$ cat src/hw/rtl/ifsfern_pkg.sv
// ----------------------------------------------------------------------------
// ifsfern_pkg
// Shared types and constants of the fern point generator: field widths,
// fixed map coefficients, screen scaling constants and register codes.
// ----------------------------------------------------------------------------
package ifsfern_pkg;

   // Field widths
   localparam int BYTE_W   = 8;
   localparam int COEF_W   = 16;
   localparam int POS_W    = 24;
   localparam int PIX_W    = 14;
   localparam int ACC_W    = 41;   // sum of two 16x24 signed products
   localparam int WIDE_W   = 42;   // rounding and screen numerators
   localparam int MUL_A_W  = COEF_W;
   localparam int MUL_B_W  = POS_W;
   localparam int PROD_W   = MUL_A_W + MUL_B_W;
   localparam int FRAC_BITS = 12;

   // Configuration port
   localparam int CSR_IDX_W  = 3;
   localparam int CSR_DATA_W = COEF_W;

   typedef enum logic [CSR_IDX_W-1:0] {
      CSR_COEF_MAP1_A = 3'd0,
      CSR_COEF_MAP1_B = 3'd1,
      CSR_COEF_MAP2_A = 3'd2,
      CSR_COEF_MAP2_B = 3'd3,
      CSR_COEF_MAP3_B = 3'd4,
      CSR_THR_MAP0    = 3'd5,
      CSR_THR_MAP1    = 3'd6,
      CSR_THR_MAP2    = 3'd7
   } csr_addr_type;

   localparam logic signed [COEF_W-1:0] RST_MAP1_A = 16'sd819;
   localparam logic signed [COEF_W-1:0] RST_MAP1_B = -16'sd1065;
   localparam logic signed [COEF_W-1:0] RST_MAP2_A = -16'sd614;
   localparam logic signed [COEF_W-1:0] RST_MAP2_B = 16'sd1147;
   localparam logic signed [COEF_W-1:0] RST_MAP3_B = 16'sd164;
   localparam logic [BYTE_W-1:0] RST_THR_MAP0 = 8'd2;
   localparam logic [BYTE_W-1:0] RST_THR_MAP1 = 8'd20;
   localparam logic [BYTE_W-1:0] RST_THR_MAP2 = 8'd38;

   typedef struct packed {
      logic signed [COEF_W-1:0] map1_a;
      logic signed [COEF_W-1:0] map1_b;
      logic signed [COEF_W-1:0] map2_a;
      logic signed [COEF_W-1:0] map2_b;
      logic signed [COEF_W-1:0] map3_b;
      logic [BYTE_W-1:0]        thr_map0;
      logic [BYTE_W-1:0]        thr_map1;
      logic [BYTE_W-1:0]        thr_map2;
   } csr_regs_type;

   // Fixed Q3.12 coefficients
   localparam logic signed [COEF_W-1:0] MAP0_D = 16'sd655;
   localparam logic signed [COEF_W-1:0] MAP1_C = 16'sd942;
   localparam logic signed [COEF_W-1:0] MAP1_D = 16'sd901;
   localparam logic signed [COEF_W-1:0] MAP1_F = 16'sd6554;
   localparam logic signed [COEF_W-1:0] MAP2_C = 16'sd1065;
   localparam logic signed [COEF_W-1:0] MAP2_D = 16'sd983;
   localparam logic signed [COEF_W-1:0] MAP2_F = 16'sd1802;
   localparam logic signed [COEF_W-1:0] MAP3_A = 16'sd3482;
   localparam logic signed [COEF_W-1:0] MAP3_C = -16'sd164;
   localparam logic signed [COEF_W-1:0] MAP3_D = 16'sd3482;
   localparam logic signed [COEF_W-1:0] MAP3_F = 16'sd6554;

   typedef enum logic [1:0] {
      MAP0 = 2'd0,
      MAP1 = 2'd1,
      MAP2 = 2'd2,
      MAP3 = 2'd3
   } map_type;

   // Screen scaling: pixel = trunc(pos * H / (13 * 4096)) with offsets
   localparam int SCREEN_WIDTH  = 1920;
   localparam int SCREEN_HEIGHT = 1080;
   localparam int PIX_DIV       = 13;
   localparam longint DEN       = PIX_DIV * (2 ** FRAC_BITS);
   localparam logic signed [WIDE_W-1:0] HALF_W_DEN = WIDE_W'((SCREEN_WIDTH / 2) * DEN);
   localparam logic signed [WIDE_W-1:0] H_DEN      = WIDE_W'(SCREEN_HEIGHT * DEN);
   localparam logic signed [MUL_A_W-1:0] SCREEN_H_OP = MUL_A_W'(SCREEN_HEIGHT);

   // Quotient of pos*H/4096 by 13; clamp keeps it where saturation is certain
   localparam int PIX_LIM     = 2 ** (PIX_W - 1);
   localparam int NQ_W        = 17;
   localparam int NQ_CLAMP    = PIX_DIV * (PIX_LIM + 1);
   localparam int RECIP_SHIFT = NQ_W + 1;
   localparam int RECIP       = (2 ** RECIP_SHIFT) / PIX_DIV;
   localparam logic signed [MUL_A_W-1:0] RECIP_OP = MUL_A_W'(RECIP);

   localparam logic signed [PIX_W-1:0] PIX_MAX = PIX_W'(PIX_LIM - 1);
   localparam logic signed [PIX_W-1:0] PIX_MIN = PIX_W'(-PIX_LIM);

   localparam logic signed [WIDE_W-1:0] POS_MAX_W = WIDE_W'((2 ** (POS_W - 1)) - 1);
   localparam logic signed [WIDE_W-1:0] POS_MIN_W = -WIDE_W'(2 ** (POS_W - 1));

   // Shared multiply-accumulate control
   typedef struct packed {
      logic                      en;
      logic                      clear;
      logic signed [MUL_A_W-1:0] op_a;
      logic signed [MUL_B_W-1:0] op_b;
   } mac_ctrl_type;

   typedef enum logic [3:0] {
      ST_IDLE,
      ST_AX,
      ST_BY,
      ST_DY,
      ST_CX,
      ST_HX,
      ST_HY,
      ST_MX,
      ST_MY,
      ST_DONE
   } state_type;

endpackage

$ cat src/hw/rtl/ifsfern_req_if.sv
// ----------------------------------------------------------------------------
// ifsfern_req_if
// Step request channel: random byte and restart flag.
// ----------------------------------------------------------------------------
interface ifsfern_req_if;
   logic                           valid;
   logic                           ready;
   logic [ifsfern_pkg::BYTE_W-1:0] rnd_byte;
   logic                           restart;

   modport source (output valid, rnd_byte, restart, input ready);
   modport sink   (input valid, rnd_byte, restart, output ready);
endinterface

$ cat src/hw/rtl/ifsfern_rsp_if.sv
// ----------------------------------------------------------------------------
// ifsfern_rsp_if
// Point result channel: position, screen pixel, visibility and map index.
// ----------------------------------------------------------------------------
interface ifsfern_rsp_if;
   logic                                 valid;
   logic                                 ready;
   logic signed [ifsfern_pkg::POS_W-1:0] pos_x;
   logic signed [ifsfern_pkg::POS_W-1:0] pos_y;
   logic signed [ifsfern_pkg::PIX_W-1:0] pixel_x;
   logic signed [ifsfern_pkg::PIX_W-1:0] pixel_y;
   logic                                 on_screen;
   logic [1:0]                           map_used;

   modport source (output valid, pos_x, pos_y, pixel_x, pixel_y, on_screen, map_used,
                   input ready);
   modport sink   (input valid, pos_x, pos_y, pixel_x, pixel_y, on_screen, map_used,
                   output ready);
endinterface

$ cat src/hw/rtl/ifs_fern_point_generator.sv
// ----------------------------------------------------------------------------
// ifs_fern_point_generator
// One chaos-game step of a four-map fern per request beat.
//
//   channel  dir  payload                                          handshake
//   req_ch   in   rnd_byte[7:0], restart                           valid/ready
//   rsp_ch   out  pos_x, pos_y, pixel_x, pixel_y, on_screen, map   valid/ready
//   csr_*    in   csr_index[2:0], csr_wdata[15:0]                  csr_we only
//
// A step makes eight passes through the shared 16x24 multiply-accumulate
// (two per coordinate, two for screen scaling, two for the divide-by-13
// reciprocal), then loads the result register in its last state and returns
// to idle, where the next beat is taken.
// A full result register that is not taken holds the sequencer in its last
// step; once it is loaded a new request is taken while it still waits.
// Reset is synchronous: registers return to their defaults, position to 0.
// ----------------------------------------------------------------------------
module ifs_fern_point_generator (
   input  logic                                clock,
   input  logic                                reset,
   ifsfern_req_if.sink                         req_ch,
   ifsfern_rsp_if.source                       rsp_ch,
   input  logic                                csr_we,
   input  logic [ifsfern_pkg::CSR_IDX_W-1:0]   csr_index,
   input  logic [ifsfern_pkg::CSR_DATA_W-1:0]  csr_wdata
);

   ifsfern_pkg::csr_regs_type             regs;
   ifsfern_pkg::mac_ctrl_type             mac_ctrl;
   logic signed [ifsfern_pkg::ACC_W-1:0]  acc;

   ifsfern_csr u_csr (
      .clock     (clock),
      .reset     (reset),
      .csr_we    (csr_we),
      .csr_index (csr_index),
      .csr_wdata (csr_wdata),
      .regs      (regs)
   );

   ifsfern_mac u_mac (
      .clock (clock),
      .ctrl  (mac_ctrl),
      .acc   (acc)
   );

   ifsfern_seq u_seq (
      .clock    (clock),
      .reset    (reset),
      .req_ch   (req_ch),
      .rsp_ch   (rsp_ch),
      .regs     (regs),
      .mac_ctrl (mac_ctrl),
      .acc      (acc)
   );

endmodule

$ cat src/hw/rtl/ifsfern_csr.sv
// ----------------------------------------------------------------------------
// ifsfern_csr
// Coefficient and threshold registers behind the plain write port.
// ----------------------------------------------------------------------------
module ifsfern_csr (
   input  logic                                clock,
   input  logic                                reset,
   input  logic                                csr_we,
   input  logic [ifsfern_pkg::CSR_IDX_W-1:0]   csr_index,
   input  logic [ifsfern_pkg::CSR_DATA_W-1:0]  csr_wdata,
   output ifsfern_pkg::csr_regs_type           regs
);

   ifsfern_pkg::csr_regs_type regs_ff;
   ifsfern_pkg::csr_regs_type regs_in;

   always_comb begin
      regs_in = regs_ff;
      if (csr_we) begin
         case (ifsfern_pkg::csr_addr_type'(csr_index))
            ifsfern_pkg::CSR_COEF_MAP1_A: regs_in.map1_a = csr_wdata;
            ifsfern_pkg::CSR_COEF_MAP1_B: regs_in.map1_b = csr_wdata;
            ifsfern_pkg::CSR_COEF_MAP2_A: regs_in.map2_a = csr_wdata;
            ifsfern_pkg::CSR_COEF_MAP2_B: regs_in.map2_b = csr_wdata;
            ifsfern_pkg::CSR_COEF_MAP3_B: regs_in.map3_b = csr_wdata;
            ifsfern_pkg::CSR_THR_MAP0:    regs_in.thr_map0 = csr_wdata[ifsfern_pkg::BYTE_W-1:0];
            ifsfern_pkg::CSR_THR_MAP1:    regs_in.thr_map1 = csr_wdata[ifsfern_pkg::BYTE_W-1:0];
            ifsfern_pkg::CSR_THR_MAP2:    regs_in.thr_map2 = csr_wdata[ifsfern_pkg::BYTE_W-1:0];
            default:                      regs_in = regs_ff;
         endcase
      end
   end

   always_ff @(posedge clock) begin
      if (reset) begin
         regs_ff.map1_a   <= ifsfern_pkg::RST_MAP1_A;
         regs_ff.map1_b   <= ifsfern_pkg::RST_MAP1_B;
         regs_ff.map2_a   <= ifsfern_pkg::RST_MAP2_A;
         regs_ff.map2_b   <= ifsfern_pkg::RST_MAP2_B;
         regs_ff.map3_b   <= ifsfern_pkg::RST_MAP3_B;
         regs_ff.thr_map0 <= ifsfern_pkg::RST_THR_MAP0;
         regs_ff.thr_map1 <= ifsfern_pkg::RST_THR_MAP1;
         regs_ff.thr_map2 <= ifsfern_pkg::RST_THR_MAP2;
      end else begin
         regs_ff <= regs_in;
      end
   end

   assign regs = regs_ff;

endmodule

$ cat src/hw/rtl/ifsfern_mac.sv
// ----------------------------------------------------------------------------
// ifsfern_mac
// Shared 16x24 signed multiply-accumulate unit with a registered accumulator.
// ----------------------------------------------------------------------------
module ifsfern_mac (
   input  logic                                    clock,
   input  ifsfern_pkg::mac_ctrl_type               ctrl,
   output logic signed [ifsfern_pkg::ACC_W-1:0]    acc
);

   logic signed [ifsfern_pkg::MUL_A_W-1:0] op_a;
   logic signed [ifsfern_pkg::MUL_B_W-1:0] op_b;
   logic signed [ifsfern_pkg::PROD_W-1:0]  prod;
   logic signed [ifsfern_pkg::ACC_W-1:0]   base;
   logic signed [ifsfern_pkg::ACC_W-1:0]   acc_ff;
   logic signed [ifsfern_pkg::ACC_W-1:0]   acc_in;

   assign op_a   = ctrl.op_a;
   assign op_b   = ctrl.op_b;
   assign prod   = op_a * op_b;
   assign base   = ctrl.clear ? '0 : acc_ff;
   assign acc_in = base + {prod[ifsfern_pkg::PROD_W-1], prod};

   // hold the accumulator while the sequencer waits
   always_ff @(posedge clock) begin
      if (ctrl.en) begin
         acc_ff <= acc_in;
      end
   end

   assign acc = acc_ff;

endmodule

$ cat src/hw/rtl/ifsfern_seq.sv
// ----------------------------------------------------------------------------
// ifsfern_seq
// Step sequencer: map choice, operand steering into the shared MAC, rounding,
// saturation, screen scaling by reciprocal and the result register.
// ----------------------------------------------------------------------------
module ifsfern_seq (
   input  logic                                   clock,
   input  logic                                   reset,
   ifsfern_req_if.sink                            req_ch,
   ifsfern_rsp_if.source                          rsp_ch,
   input  ifsfern_pkg::csr_regs_type              regs,
   output ifsfern_pkg::mac_ctrl_type              mac_ctrl,
   input  logic signed [ifsfern_pkg::ACC_W-1:0]   acc
);

   localparam int QW = ifsfern_pkg::PIX_W;

   // round half up from Q.24 to Q.12
   function automatic logic signed [ifsfern_pkg::WIDE_W-1:0] round12(
      input logic signed [ifsfern_pkg::ACC_W-1:0] v);
      logic signed [ifsfern_pkg::WIDE_W-1:0] t;
      t = $signed({v[ifsfern_pkg::ACC_W-1], v}) + 42'sd2048;
      return t >>> ifsfern_pkg::FRAC_BITS;
   endfunction

   function automatic logic signed [ifsfern_pkg::POS_W-1:0] sat_pos(
      input logic signed [ifsfern_pkg::WIDE_W-1:0] v);
      logic signed [ifsfern_pkg::WIDE_W-1:0] t;
      t = v;
      if (v > ifsfern_pkg::POS_MAX_W) begin
         t = ifsfern_pkg::POS_MAX_W;
      end else if (v < ifsfern_pkg::POS_MIN_W) begin
         t = ifsfern_pkg::POS_MIN_W;
      end
      return t[ifsfern_pkg::POS_W-1:0];
   endfunction

   // magnitude of the numerator over 4096, clamped where saturation is sure
   function automatic logic [ifsfern_pkg::NQ_W-1:0] mag_clamp(
      input logic signed [ifsfern_pkg::WIDE_W-1:0] num);
      logic [ifsfern_pkg::WIDE_W-1:0]                       m;
      logic [ifsfern_pkg::WIDE_W-ifsfern_pkg::FRAC_BITS-1:0] sh;
      m  = num[ifsfern_pkg::WIDE_W-1] ? ifsfern_pkg::WIDE_W'(-num) : num;
      sh = m[ifsfern_pkg::WIDE_W-1:ifsfern_pkg::FRAC_BITS];
      if (sh > (ifsfern_pkg::WIDE_W-ifsfern_pkg::FRAC_BITS)'(ifsfern_pkg::NQ_CLAMP)) begin
         return ifsfern_pkg::NQ_W'(ifsfern_pkg::NQ_CLAMP);
      end
      return sh[ifsfern_pkg::NQ_W-1:0];
   endfunction

   // quotient by 13 from the reciprocal product, one correction, sign, saturate
   function automatic logic signed [ifsfern_pkg::PIX_W-1:0] pix_finish(
      input logic signed [ifsfern_pkg::ACC_W-1:0] p,
      input logic [ifsfern_pkg::NQ_W-1:0]         n,
      input logic                                 neg);
      logic [QW-1:0]                q0;
      logic [QW-1:0]                q;
      logic [ifsfern_pkg::NQ_W:0]   q0x;
      logic [ifsfern_pkg::NQ_W:0]   r;
      q0  = p[ifsfern_pkg::RECIP_SHIFT +: QW];
      q0x = {{(ifsfern_pkg::NQ_W+1-QW){1'b0}}, q0};
      r   = {1'b0, n} - ((q0x << 3) + (q0x << 2) + q0x);
      q   = (r >= (ifsfern_pkg::NQ_W+1)'(ifsfern_pkg::PIX_DIV)) ? q0 + 1'b1 : q0;
      if (neg) begin
         if (q > QW'(ifsfern_pkg::PIX_LIM)) begin
            return ifsfern_pkg::PIX_MIN;
         end
         return QW'(-$signed({1'b0, q}));
      end
      if (q >= QW'(ifsfern_pkg::PIX_LIM)) begin
         return ifsfern_pkg::PIX_MAX;
      end
      return $signed(q);
   endfunction

   ifsfern_pkg::state_type state_ff, state_in;

   ifsfern_pkg::map_type map_ff, map_sel;
   logic signed [ifsfern_pkg::POS_W-1:0]  cur_x_ff, cur_y_ff;
   logic signed [ifsfern_pkg::POS_W-1:0]  nx_ff, ny_ff, nx_in, ny_in;
   logic [ifsfern_pkg::NQ_W-1:0]          nqx_ff, nqy_ff;
   logic                                  negx_ff, negy_ff;
   logic signed [ifsfern_pkg::PIX_W-1:0]  px_ff, px_in, py_in;
   logic signed [ifsfern_pkg::WIDE_W-1:0] rnd, num_x, num_y, f_ext;

   logic signed [ifsfern_pkg::COEF_W-1:0] coef_a, coef_b, coef_c, coef_d, coef_f;

   logic rsp_valid_ff;
   logic signed [ifsfern_pkg::POS_W-1:0] rsp_pos_x_ff, rsp_pos_y_ff;
   logic signed [ifsfern_pkg::PIX_W-1:0] rsp_pixel_x_ff, rsp_pixel_y_ff;
   logic                                 rsp_on_screen_ff;
   logic [1:0]                           rsp_map_used_ff;

   logic req_fire, out_free;
   logic nx_ld, ny_ld, nqx_ld, nqy_ld, px_ld, out_ld;

   assign req_fire = req_ch.valid && req_ch.ready;
   assign out_free = !rsp_valid_ff || rsp_ch.ready;

   // first threshold the byte does not exceed picks the map
   always_comb begin
      if (req_ch.rnd_byte <= regs.thr_map0) begin
         map_sel = ifsfern_pkg::MAP0;
      end else if (req_ch.rnd_byte <= regs.thr_map1) begin
         map_sel = ifsfern_pkg::MAP1;
      end else if (req_ch.rnd_byte <= regs.thr_map2) begin
         map_sel = ifsfern_pkg::MAP2;
      end else begin
         map_sel = ifsfern_pkg::MAP3;
      end
   end

   always_comb begin
      case (map_ff)
         ifsfern_pkg::MAP0: begin
            coef_a = '0;
            coef_b = '0;
            coef_c = '0;
            coef_d = ifsfern_pkg::MAP0_D;
            coef_f = '0;
         end
         ifsfern_pkg::MAP1: begin
            coef_a = regs.map1_a;
            coef_b = regs.map1_b;
            coef_c = ifsfern_pkg::MAP1_C;
            coef_d = ifsfern_pkg::MAP1_D;
            coef_f = ifsfern_pkg::MAP1_F;
         end
         ifsfern_pkg::MAP2: begin
            coef_a = regs.map2_a;
            coef_b = regs.map2_b;
            coef_c = ifsfern_pkg::MAP2_C;
            coef_d = ifsfern_pkg::MAP2_D;
            coef_f = ifsfern_pkg::MAP2_F;
         end
         default: begin
            coef_a = ifsfern_pkg::MAP3_A;
            coef_b = regs.map3_b;
            coef_c = ifsfern_pkg::MAP3_C;
            coef_d = ifsfern_pkg::MAP3_D;
            coef_f = ifsfern_pkg::MAP3_F;
         end
      endcase
   end

   // next state
   always_comb begin
      state_in = state_ff;
      case (state_ff)
         ifsfern_pkg::ST_IDLE: if (req_fire) state_in = ifsfern_pkg::ST_AX;
         ifsfern_pkg::ST_AX:   state_in = ifsfern_pkg::ST_BY;
         ifsfern_pkg::ST_BY:   state_in = ifsfern_pkg::ST_DY;
         ifsfern_pkg::ST_DY:   state_in = ifsfern_pkg::ST_CX;
         ifsfern_pkg::ST_CX:   state_in = ifsfern_pkg::ST_HX;
         ifsfern_pkg::ST_HX:   state_in = ifsfern_pkg::ST_HY;
         ifsfern_pkg::ST_HY:   state_in = ifsfern_pkg::ST_MX;
         ifsfern_pkg::ST_MX:   state_in = ifsfern_pkg::ST_MY;
         ifsfern_pkg::ST_MY:   state_in = ifsfern_pkg::ST_DONE;
         ifsfern_pkg::ST_DONE: if (out_free) state_in = ifsfern_pkg::ST_IDLE;
         default:              state_in = ifsfern_pkg::ST_IDLE;
      endcase
   end

   // outputs: each MAC step issues one product; DY, HX, HY, MX, MY and DONE retire the previous one
   always_comb begin
      mac_ctrl     = '0;
      req_ch.ready = 1'b0;
      nx_ld  = 1'b0;
      ny_ld  = 1'b0;
      nqx_ld = 1'b0;
      nqy_ld = 1'b0;
      px_ld  = 1'b0;
      out_ld = 1'b0;
      case (state_ff)
         ifsfern_pkg::ST_IDLE: begin
            req_ch.ready = 1'b1;
         end
         ifsfern_pkg::ST_AX: begin
            mac_ctrl = '{en: 1'b1, clear: 1'b1, op_a: coef_a, op_b: cur_x_ff};
         end
         ifsfern_pkg::ST_BY: begin
            mac_ctrl = '{en: 1'b1, clear: 1'b0, op_a: coef_b, op_b: cur_y_ff};
         end
         ifsfern_pkg::ST_DY: begin
            nx_ld    = 1'b1;
            mac_ctrl = '{en: 1'b1, clear: 1'b1, op_a: coef_d, op_b: cur_y_ff};
         end
         ifsfern_pkg::ST_CX: begin
            mac_ctrl = '{en: 1'b1, clear: 1'b0, op_a: coef_c, op_b: nx_ff};
         end
         ifsfern_pkg::ST_HX: begin
            ny_ld    = 1'b1;
            mac_ctrl = '{en: 1'b1, clear: 1'b1, op_a: ifsfern_pkg::SCREEN_H_OP, op_b: nx_ff};
         end
         ifsfern_pkg::ST_HY: begin
            nqx_ld   = 1'b1;
            mac_ctrl = '{en: 1'b1, clear: 1'b1, op_a: ifsfern_pkg::SCREEN_H_OP, op_b: ny_ff};
         end
         ifsfern_pkg::ST_MX: begin
            nqy_ld   = 1'b1;
            mac_ctrl = '{en: 1'b1, clear: 1'b1, op_a: ifsfern_pkg::RECIP_OP,
                         op_b: ifsfern_pkg::MUL_B_W'(nqx_ff)};
         end
         ifsfern_pkg::ST_MY: begin
            px_ld    = 1'b1;
            mac_ctrl = '{en: 1'b1, clear: 1'b1, op_a: ifsfern_pkg::RECIP_OP,
                         op_b: ifsfern_pkg::MUL_B_W'(nqy_ff)};
         end
         ifsfern_pkg::ST_DONE: begin
            out_ld = out_free;
         end
         default: begin
            mac_ctrl = '0;
         end
      endcase
   end

   assign rnd   = round12(acc);
   assign f_ext = {{(ifsfern_pkg::WIDE_W-ifsfern_pkg::COEF_W){coef_f[ifsfern_pkg::COEF_W-1]}},
                   coef_f};
   assign nx_in = sat_pos(rnd);
   assign ny_in = sat_pos(rnd + f_ext);
   assign num_x = $signed({acc[ifsfern_pkg::ACC_W-1], acc}) + ifsfern_pkg::HALF_W_DEN;
   assign num_y = ifsfern_pkg::H_DEN - $signed({acc[ifsfern_pkg::ACC_W-1], acc});
   assign px_in = pix_finish(acc, nqx_ff, negx_ff);
   assign py_in = pix_finish(acc, nqy_ff, negy_ff);

   always_ff @(posedge clock) begin
      if (reset) begin
         state_ff     <= ifsfern_pkg::ST_IDLE;
         rsp_valid_ff <= 1'b0;
         cur_x_ff     <= '0;
         cur_y_ff     <= '0;
      end else begin
         state_ff <= state_in;
         if (out_ld) begin
            rsp_valid_ff <= 1'b1;
         end else if (rsp_ch.ready) begin
            rsp_valid_ff <= 1'b0;
         end
         if (req_fire && req_ch.restart) begin
            cur_x_ff <= '0;
            cur_y_ff <= '0;
         end else if (out_ld) begin
            cur_x_ff <= nx_ff;
            cur_y_ff <= ny_ff;
         end
      end
   end

   always_ff @(posedge clock) begin
      if (req_fire) map_ff <= map_sel;
      if (nx_ld)    nx_ff  <= nx_in;
      if (ny_ld)    ny_ff  <= ny_in;
      if (nqx_ld) begin
         nqx_ff  <= mag_clamp(num_x);
         negx_ff <= num_x[ifsfern_pkg::WIDE_W-1];
      end
      if (nqy_ld) begin
         nqy_ff  <= mag_clamp(num_y);
         negy_ff <= num_y[ifsfern_pkg::WIDE_W-1];
      end
      if (px_ld) px_ff <= px_in;
      if (out_ld) begin
         rsp_pos_x_ff     <= nx_ff;
         rsp_pos_y_ff     <= ny_ff;
         rsp_pixel_x_ff   <= px_ff;
         rsp_pixel_y_ff   <= py_in;
         rsp_on_screen_ff <= !px_ff[QW-1] && (px_ff < QW'(ifsfern_pkg::SCREEN_WIDTH)) &&
                             !py_in[QW-1] && (py_in < QW'(ifsfern_pkg::SCREEN_HEIGHT));
         rsp_map_used_ff  <= map_ff;
      end
   end

   assign rsp_ch.valid     = rsp_valid_ff;
   assign rsp_ch.pos_x     = rsp_pos_x_ff;
   assign rsp_ch.pos_y     = rsp_pos_y_ff;
   assign rsp_ch.pixel_x   = rsp_pixel_x_ff;
   assign rsp_ch.pixel_y   = rsp_pixel_y_ff;
   assign rsp_ch.on_screen = rsp_on_screen_ff;
   assign rsp_ch.map_used  = rsp_map_used_ff;

   a_fire_starts_step: assert property (@(posedge clock) disable iff (reset)
      req_fire |=> state_ff == ifsfern_pkg::ST_AX)
      else $error("accepted beat did not start the step sequence");

   a_restart_clears: assert property (@(posedge clock) disable iff (reset)
      req_fire && req_ch.restart |=> cur_x_ff == '0 && cur_y_ff == '0)
      else $error("restart did not clear the position");

   a_map0_x_zero: assert property (@(posedge clock) disable iff (reset)
      out_ld && map_ff == ifsfern_pkg::MAP0 |=> rsp_pos_x_ff == '0)
      else $error("map 0 produced nonzero x");

   a_sat_off_screen: assert property (@(posedge clock) disable iff (reset)
      rsp_valid_ff && (rsp_pixel_x_ff == ifsfern_pkg::PIX_MAX ||
                       rsp_pixel_x_ff == ifsfern_pkg::PIX_MIN) |-> !rsp_on_screen_ff)
      else $error("saturated pixel flagged on screen");

endmodule
$ cat src/flat_wrapper.sv
// flat-port wrapper written by rule: the top's interface ports become plain ports
module ifs_fern_point_generator_flat 
  (clock, reset, csr_we, csr_index, csr_wdata, req_ch_valid, req_ch_rnd_byte, req_ch_restart, req_ch_ready, rsp_ch_valid, rsp_ch_pos_x, rsp_ch_pos_y, rsp_ch_pixel_x, rsp_ch_pixel_y, rsp_ch_on_screen, rsp_ch_map_used, rsp_ch_ready);
  ifsfern_req_if req_ch_i ();
  ifsfern_rsp_if rsp_ch_i ();
  input  logic clock;
  input  logic reset;
  input  logic csr_we;
  input  logic [ifsfern_pkg::CSR_IDX_W-1:0] csr_index;
  input  logic [ifsfern_pkg::CSR_DATA_W-1:0] csr_wdata;
  input wire logic [$bits(req_ch_i.valid)-1:0] req_ch_valid;
  input wire logic [$bits(req_ch_i.rnd_byte)-1:0] req_ch_rnd_byte;
  input wire logic [$bits(req_ch_i.restart)-1:0] req_ch_restart;
  output wire logic [$bits(req_ch_i.ready)-1:0] req_ch_ready;
  output wire logic [$bits(rsp_ch_i.valid)-1:0] rsp_ch_valid;
  output wire logic [$bits(rsp_ch_i.pos_x)-1:0] rsp_ch_pos_x;
  output wire logic [$bits(rsp_ch_i.pos_y)-1:0] rsp_ch_pos_y;
  output wire logic [$bits(rsp_ch_i.pixel_x)-1:0] rsp_ch_pixel_x;
  output wire logic [$bits(rsp_ch_i.pixel_y)-1:0] rsp_ch_pixel_y;
  output wire logic [$bits(rsp_ch_i.on_screen)-1:0] rsp_ch_on_screen;
  output wire logic [$bits(rsp_ch_i.map_used)-1:0] rsp_ch_map_used;
  input wire logic [$bits(rsp_ch_i.ready)-1:0] rsp_ch_ready;
  assign req_ch_i.valid = req_ch_valid;
  assign req_ch_i.rnd_byte = req_ch_rnd_byte;
  assign req_ch_i.restart = req_ch_restart;
  assign req_ch_ready = req_ch_i.ready;
  assign rsp_ch_valid = rsp_ch_i.valid;
  assign rsp_ch_pos_x = rsp_ch_i.pos_x;
  assign rsp_ch_pos_y = rsp_ch_i.pos_y;
  assign rsp_ch_pixel_x = rsp_ch_i.pixel_x;
  assign rsp_ch_pixel_y = rsp_ch_i.pixel_y;
  assign rsp_ch_on_screen = rsp_ch_i.on_screen;
  assign rsp_ch_map_used = rsp_ch_i.map_used;
  assign rsp_ch_i.ready = rsp_ch_ready;
  ifs_fern_point_generator u_core (.clock(clock), .reset(reset), .req_ch(req_ch_i), .rsp_ch(rsp_ch_i), .csr_we(csr_we), .csr_index(csr_index), .csr_wdata(csr_wdata));
endmodule
$ cat config.mk
export PLATFORM = sky130hd
export DESIGN_NAME = ifs_fern_point_generator_flat
export DESIGN_NICKNAME = d
export VERILOG_FILES = /design/src/hw/rtl/ifsfern_pkg.sv /design/src/hw/rtl/ifsfern_req_if.sv /design/src/hw/rtl/ifsfern_rsp_if.sv /design/src/hw/rtl/ifs_fern_point_generator.sv /design/src/hw/rtl/ifsfern_csr.sv /design/src/hw/rtl/ifsfern_mac.sv /design/src/hw/rtl/ifsfern_seq.sv /design/src/flat_wrapper.sv
export SDC_FILE = /design/constraint.sdc
export NUM_CORES = 2
export LEC_CHECK = 0
export BUFFER_PORTS_ARGS = -buffer_cell sky130_fd_sc_hd__buf_4
export CORE_UTILIZATION = 45
export DETAILED_ROUTE_END_ITERATION = 8
export PLACE_DENSITY = 0.69
export REMOVE_ABC_BUFFERS = 1
export SYNTH_ARGS = -nofsm -noshare
export SYNTH_HDL_FRONTEND = slang
export SYNTH_SLANG_ARGS = --single-unit
$ cat constraint.sdc
create_clock -name clock -period 12.65 [get_ports clock]
set_input_delay 2.53 -clock clock [delete_from_list [all_inputs] [get_ports clock]]
set_output_delay 2.53 -clock clock [all_outputs]
set_load 0.05 [all_outputs]
== Word level (Yosys, flattened, before mapping) ==
Index checks and enable logic that the tools add are counted.

* Input port bits: 33
* Word-level logic and storage cells: 161
* Bits in registers: 377

* Multiply operators: 1
* $lt $le $gt $ge: 17
* Eq/ne operators: 20
* Add/subtract/negate cells: 14
* Reduce and logical (&&, ||, !) cells: 24
* Multiplexer cells: 57

{| class="wikitable"
|+ Operators with widths
! cell !! count
|-
| one-hot mux 42 bit (8 select lines) || 1
|-
| two-way mux 14 bit || 14
|-
| one-hot mux 16 bit (3 select lines) || 3
|-
| two-way mux 42 bit || 2
|-
| negation 42 bit || 2
|-
| two-way mux 17 bit || 4
|-
| greater-than comparator 30 x 17 -> 1 bit (second input constant) || 2
|-
| two-way mux 24 bit || 2
|-
| adder 41 x 13 -> 42 bit (second input constant) || 1
|-
| adder 41 x 27 -> 42 bit (second input constant) || 1
|-
| subtractor 27 x 41 -> 42 bit (first input constant) || 1
|-
| adder 41 bit || 1
|-
| two-way mux 41 bit || 1
|-
| multiplier 16 x 24 -> 40 bit || 1
|-
| one-hot mux 4 bit (10 select lines) || 1
|-
| >= comparator 18 x 4 -> 1 bit (second input constant) || 2
|-
| one-hot mux 12 bit (3 select lines) || 1
|-
| subtractor 17 x 18 -> 18 bit || 2
|-
| adder 30 x 14 -> 31 bit || 1
|-
| greater-than comparator 31 x 24 -> 1 bit (second input constant) || 1
|-
| less-than comparator 31 x 24 -> 1 bit (second input constant) || 1
|-
| greater-than comparator 30 x 24 -> 1 bit (second input constant) || 1
|-
| less-than comparator 30 x 24 -> 1 bit (second input constant) || 1
|-
| >= comparator 14 bit (second input constant) || 2
|-
| 29 further kinds || 84
|}

== Logic depth before layout (Yosys ltp) ==
* Depth after elaboration: 16
* Gate-level depth with buffers: 47

== Modules after synthesis ==
A second synthesis with hierarchy kept.

* Cell total of the unflattened synthesis: 4610
* Area, all modules: 41044.4 sq um

{| class="wikitable"
|+ By module, submodules not included
! module !! cells each !! instances !! area each (sq um)
|-
| ifsfern_seq || 2327 || 1 || 19837.8
|-
| ifsfern_mac || 1898 || 1 || 17125.2
|-
| ifsfern_csr || 385 || 1 || 4081.4
|}

== Worst setup path after synthesis ==
No wires, ideal clock.

* Path type: register to register
* Start: reg u_core.u_seq.state_ff[3]
* End: reg u_core.u_mac.acc_ff (netlist bit u_core.u_mac.acc[39]) (data pin)
* Data arrival time: 9.920 ns
* Stages on the path, launching flop included: 40
* Clock period less this slack: 10.185 ns
* Path slack: 2.465 ns
* Buffers on the path: 3
* Library setup time: 0.265 ns
* Cells stage by stage: dfxtp_1 -> clkbuf_1 -> nand2b_1 -> nor3b_1 -> clkbuf_1 -> a222oi_1 -> and3_1 -> clkbuf_1 -> nor2_1 -> fa_1 -> inv_1 -> fa_1 -> fa_1 -> fa_1 -> inv_1 -> fa_1 -> inv_1 -> fa_1 -> [... 4 more ...] -> a2111oi_0 -> nor2_1 -> nor3b_1 -> or2_2 -> a21o_1 -> a21oi_1 -> xnor2_1 -> ha_1 -> a21o_1 -> a21o_1 -> a21oi_1 -> o21ai_0 -> a41o_1 -> o221a_2 -> a221o_1 -> a21oi_1 -> o21ai_0 -> xor2_1

* Longest elaborated chain between the ends: 4
* Elaborated cells between the ends (all ways): 12

{| class="wikitable"
|+ Ends and longest elaborated chain
! what !! RTL line !! RTL
|-
| start: declaration || ifsfern_seq.sv:76 || <nowiki>ifsfern_pkg::state_type state_ff, state_in;</nowiki>
|-
| start signal: assignment || ifsfern_seq.sv:230 || <nowiki>state_ff <= ifsfern_pkg::ST_IDLE;</nowiki>
|-
| start signal: assignment || ifsfern_seq.sv:235 || <nowiki>state_ff <= state_in;</nowiki>
|-
| equality test 4 bit, or another cell as far along || ifsfern_seq.sv:174 || <nowiki>case (state_ff)</nowiki>
|-
| one-hot mux 42 bit (8 select lines) * || ifsfern_seq.sv:174 ||
|-
| multiplier 16 x 24 -> 40 bit / two-way mux 41 bit (equally long branches) || ifsfern_mac.sv:20, ifsfern_mac.sv:21 ||
|-
| adder 41 bit * || ifsfern_mac.sv:22 || <nowiki>assign acc_in = base + {prod[ifsfern_pkg::PROD_W-1], prod};</nowiki>
|-
| net u_core.u_mac.acc_in, one bit || ifsfern_mac.sv:16 || <nowiki>logic signed [ifsfern_pkg::ACC_W-1:0] acc_in;</nowiki>
|-
| end signal: assignment || ifsfern_mac.sv:27 || <nowiki>acc_ff <= acc_in;</nowiki>
|-
| end: declaration || ifsfern_mac.sv:15 || <nowiki>logic signed [ifsfern_pkg::ACC_W-1:0] acc_ff;</nowiki>
|}

Mark *: on every way through the listed nets, which the timed path passes. The rest lies on a longest branch.
A chain may end at the register's enable or synchronous reset.

== Worst setup path after layout ==
* Start: reg u_core.u_seq.state_ff[3]
* End: reg u_core.u_mac.acc_ff (netlist bit u_core.u_mac.acc[40]) (data pin)

Same word-level chain as after synthesis.

==> run_results.csv <==
group,metric,value,unit
layout,multi_input_area,28300,µm²
clocking,insertion_delay,620,ps
timing,worst_pin_slew,1410,ps
flow_run,maxCapViolCount,0,
drt,met2_length,58400,µm
setup_path,required,13000,ps
logic_synthesis,ys_top_cells_by_count,"nand2_1 (658), inv_1 (531), nor2_1 (444)",
logic_synthesis,synth_cells,4784,
drt,drc,0,
logic_synthesis,synthesis.area,40800,µm²
drt,drtIter0Drc,3973,
timing,fin_crit_sh,0.928,
clocking,hold_buffers,0,
layout,drive_above_1_share,0.0698,
die,die_x,303,µm
clocking,cts.clk_slew.worst_paths,60,ps
setup_path,crit_fanout,35,
setup_path,path_common_cell,"fa_1",
drt,avgViaCountPerCell,5.96,
setup_path,critPathArrivalTime,12090,ps
place,gp_congestion,1.05,
timing,maxSlewViolCount,0,
timing,hold_viol,0,
logic_synthesis,yosys-top-cells-area,"fa_1 (19%), edfxtp_1 (16%), ha_1 (8.3%)",
grt,overflow,0,
drt,drt_wl_total,136000,µm
drt,drtAntennaViolNets,0,
logic_synthesis,yosysMostFrequentCell,"nand2_1",
logic_synthesis,synth_area_leader_cell,"fa_1",
drt,via_count,35782,
grt,grt_max_degree,96,
timing,finClkSkew,38.2,ps
grt,grt_use_total,0.298,
power_and_ir_drop,p_leak,18.8,nW
power_and_ir_drop,power_density,211,nW/µm²
grt,grt_antenna_before_repair,1,
timing,fmax,85.2,MHz
logic_synthesis,yosysWarnings,0,
die,fp.coreArea,89900,µm²
setup_path,max_stage_delay,1090,ps
place,portBuffers,113,
drt,avgRoutedWirePerCell,22.7,µm
die,dieArea,91900,µm²
logic_synthesis,ys_ff_latch,377,
die,fp.dieH,303,µm
logic_synthesis,synth_enable_flop_cells,220,
logic_synthesis,async_flop_share,0,
die,initial_utilization,0.454,
logic_synthesis,yosys.area.top_type_share,0.191,
clocking,clock_path_buffers,3,
setup_path,cp-end-kind,"flop",
setup_path,crit_type,"flop to flop",
die,rows,110,
power_and_ir_drop,peakVddDrop,0.276,mV
layout,final_util,0.492,
clocking,cts_tree,"built",
grt,grt_pass1_wl,208000,µm
layout,regArea,9750,µm²
logic_synthesis,ys.flop_type,"edfxtp_1",
timing,finalSetupTns,0,ps
logic_synthesis,ys_types,100,
clocking,clockRootBuffer,"clkbuf_16",
clocking,cts_sinks,377,
layout,area_growth,8.47,%
drt,highest_layer,"met4",
grt,grt_pass1_vias,34613,
hold_path,hold_path.class,"flop to flop",
die,ios,114,
status,outcome,"complete, no violations",
setup_path,slowest_stage,"a2111oi_0",
timing,slew_headroom,0.0567,
timing,setup_viol,0,
layout,antenna_cells,0,
clocking,cts_buffers,43,
place,hpwlAfterDp,107000,µm
clocking,postCtsSetupBuffers,0,
drt,met1_length,57800,µm
timing,rsz0062_at_grt,"no",
clocking,cts_max_level,2,
layout,nFillCells,8485,
logic_synthesis,yosysSeqAreaShare,0.239,
logic_synthesis,syn_avg_cell_area,8.53,µm²
layout,fin_nets,5482,
drt,dr_wl_met3,15900,µm
drt,drtPass1Iterations,9,
clocking,ctsResizeCount,0,
timing,post-route-min-period,11730,ps
setup_path,worstSetupStartpointType,"flop",
-- metrics by stage --
step | std cells | area, µm² | setup WS [ps] | power, mW | hold WS [ps]
final | 6001 | 44300 | 916 | 9.33 | 419
after floorplan | 4563 | 39900 | 297 | 6.17 | 400
after CTS | 6001 | 44300 | 1190 | 9.14 | 420
after detailed placement | 5922 | 42900 | 1210 | 7.86 | 411
after global placement | 5922 | 42900 | 1270 | 7.83 | 403
after global routing | 6001 | 44300 | 291 | 9.98 | 432
-- power breakdown --
group	switching, mW	internal (mW)
Clock	0.572	0.674
Sequential	0.126	1.44
Combinational	4.15	2.37
Total	4.84	4.49
-- worst paths after layout --
kind              cells after the start                              to  slack, ps                      from
hold / removal                        0  u_core.u_seq.rsp_ch.pixel_x[6]        420     u_core.u_seq.px_ff[6]
setup / recovery                     37            u_core.u_mac.acc[40]        920  u_core.u_seq.state_ff[3]
hold reg to reg                       0  u_core.u_seq.rsp_ch.pixel_x[6]        420     u_core.u_seq.px_ff[6]
setup reg to reg                     37            u_core.u_mac.acc[40]        920  u_core.u_seq.state_ff[3]
-- placed cells by master (no fill, tap or decap), types with 52 or more instances in the layout --
master / synthesis / routed
fa_1: 389 / 389
dfxtp_1: 157 / 157
xor2_1: 60 / 60
ha_1: 269 / 269
nand2_1: 658 / 658
xnor2_1: 201 / 200
buf_4: 1 / 183
inv_1: 531 / 530
a21oi_1: 311 / 309
nand3_1: 102 / 102
nor2_1: 444 / 440
a21o_1: 74 / 73
nor3_1: 108 / 104
nand2b_1: 66 / 66
nand3b_1: 52 / 52
edfxtp_1: 220 / 220
o21ai_0: 190 / 190
-- metal layers --
metal	GRT usage	vias to the layer above
li1	-	16263
met1	0.418	17509
met2	0.444	1777
met3	0.0846	233
met4	0.0889	0
met5	0	-
-- flip-flops by register name, indices dropped and copies added (netlist names), 2 cells and up --
| register | count |
|---|---|
| u_core.u_csr.regs | 104 |
| u_core.u_mac.acc | 41 |
| u_core.u_seq.cur_x_ff | 24 |
| u_core.u_seq.cur_y_ff | 24 |
| u_core.u_seq.nx_ff | 24 |
| u_core.u_seq.ny_ff | 24 |
| u_core.u_seq.rsp_ch.pos_x | 24 |
| u_core.u_seq.rsp_ch.pos_y | 24 |
| u_core.u_seq.nqx_ff | 17 |
| u_core.u_seq.nqy_ff | 17 |
| u_core.u_seq.px_ff | 14 |
| u_core.u_seq.rsp_ch.pixel_x | 14 |
| u_core.u_seq.rsp_ch.pixel_y | 14 |
| u_core.u_seq.state_ff | 4 |
| u_core.u_seq.map_ff | 2 |
| u_core.u_seq.rsp_ch.map_used | 2 |
-- logic make-up after synthesis --
group / count (synthesis) / share of synthesized area
DFF: 377 / 0.239
AOI/OAI and AO/OA: 980 / 0.157
buffers and inverters: 764 / 0.0709
muxes: 41 / 0.0104
adders and majority gates: 658 / 0.273
xor gates and xnor gates: 262 / 0.0564
and+or+nand+nor: 1702 / 0.193
-- area by class of cell --
type | count | area share
clock inverter | 30 | 0.00585
timing repair buffer | 183 | 0.0310
multi-input combinational | 3643 | 0.639
sequential | 377 | 0.220
tap | 1176 | 0.0333
inverter | 543 | 0.0461
clock buffer | 49 | 0.0248
-- critical path: cells and delay by family (launching register included) --
family	cells	cell delay, ps
AO/OA/AOI/OAI	13	3900
XOR/XNOR	3	430
adder cells (fa/ha/maj)	8	3660
buffers and inverters	6	970
flip-flops	1	300
AND/OR/NAND/NOR	7	2150
Note: power is estimated with default switching activity, not from simulation.
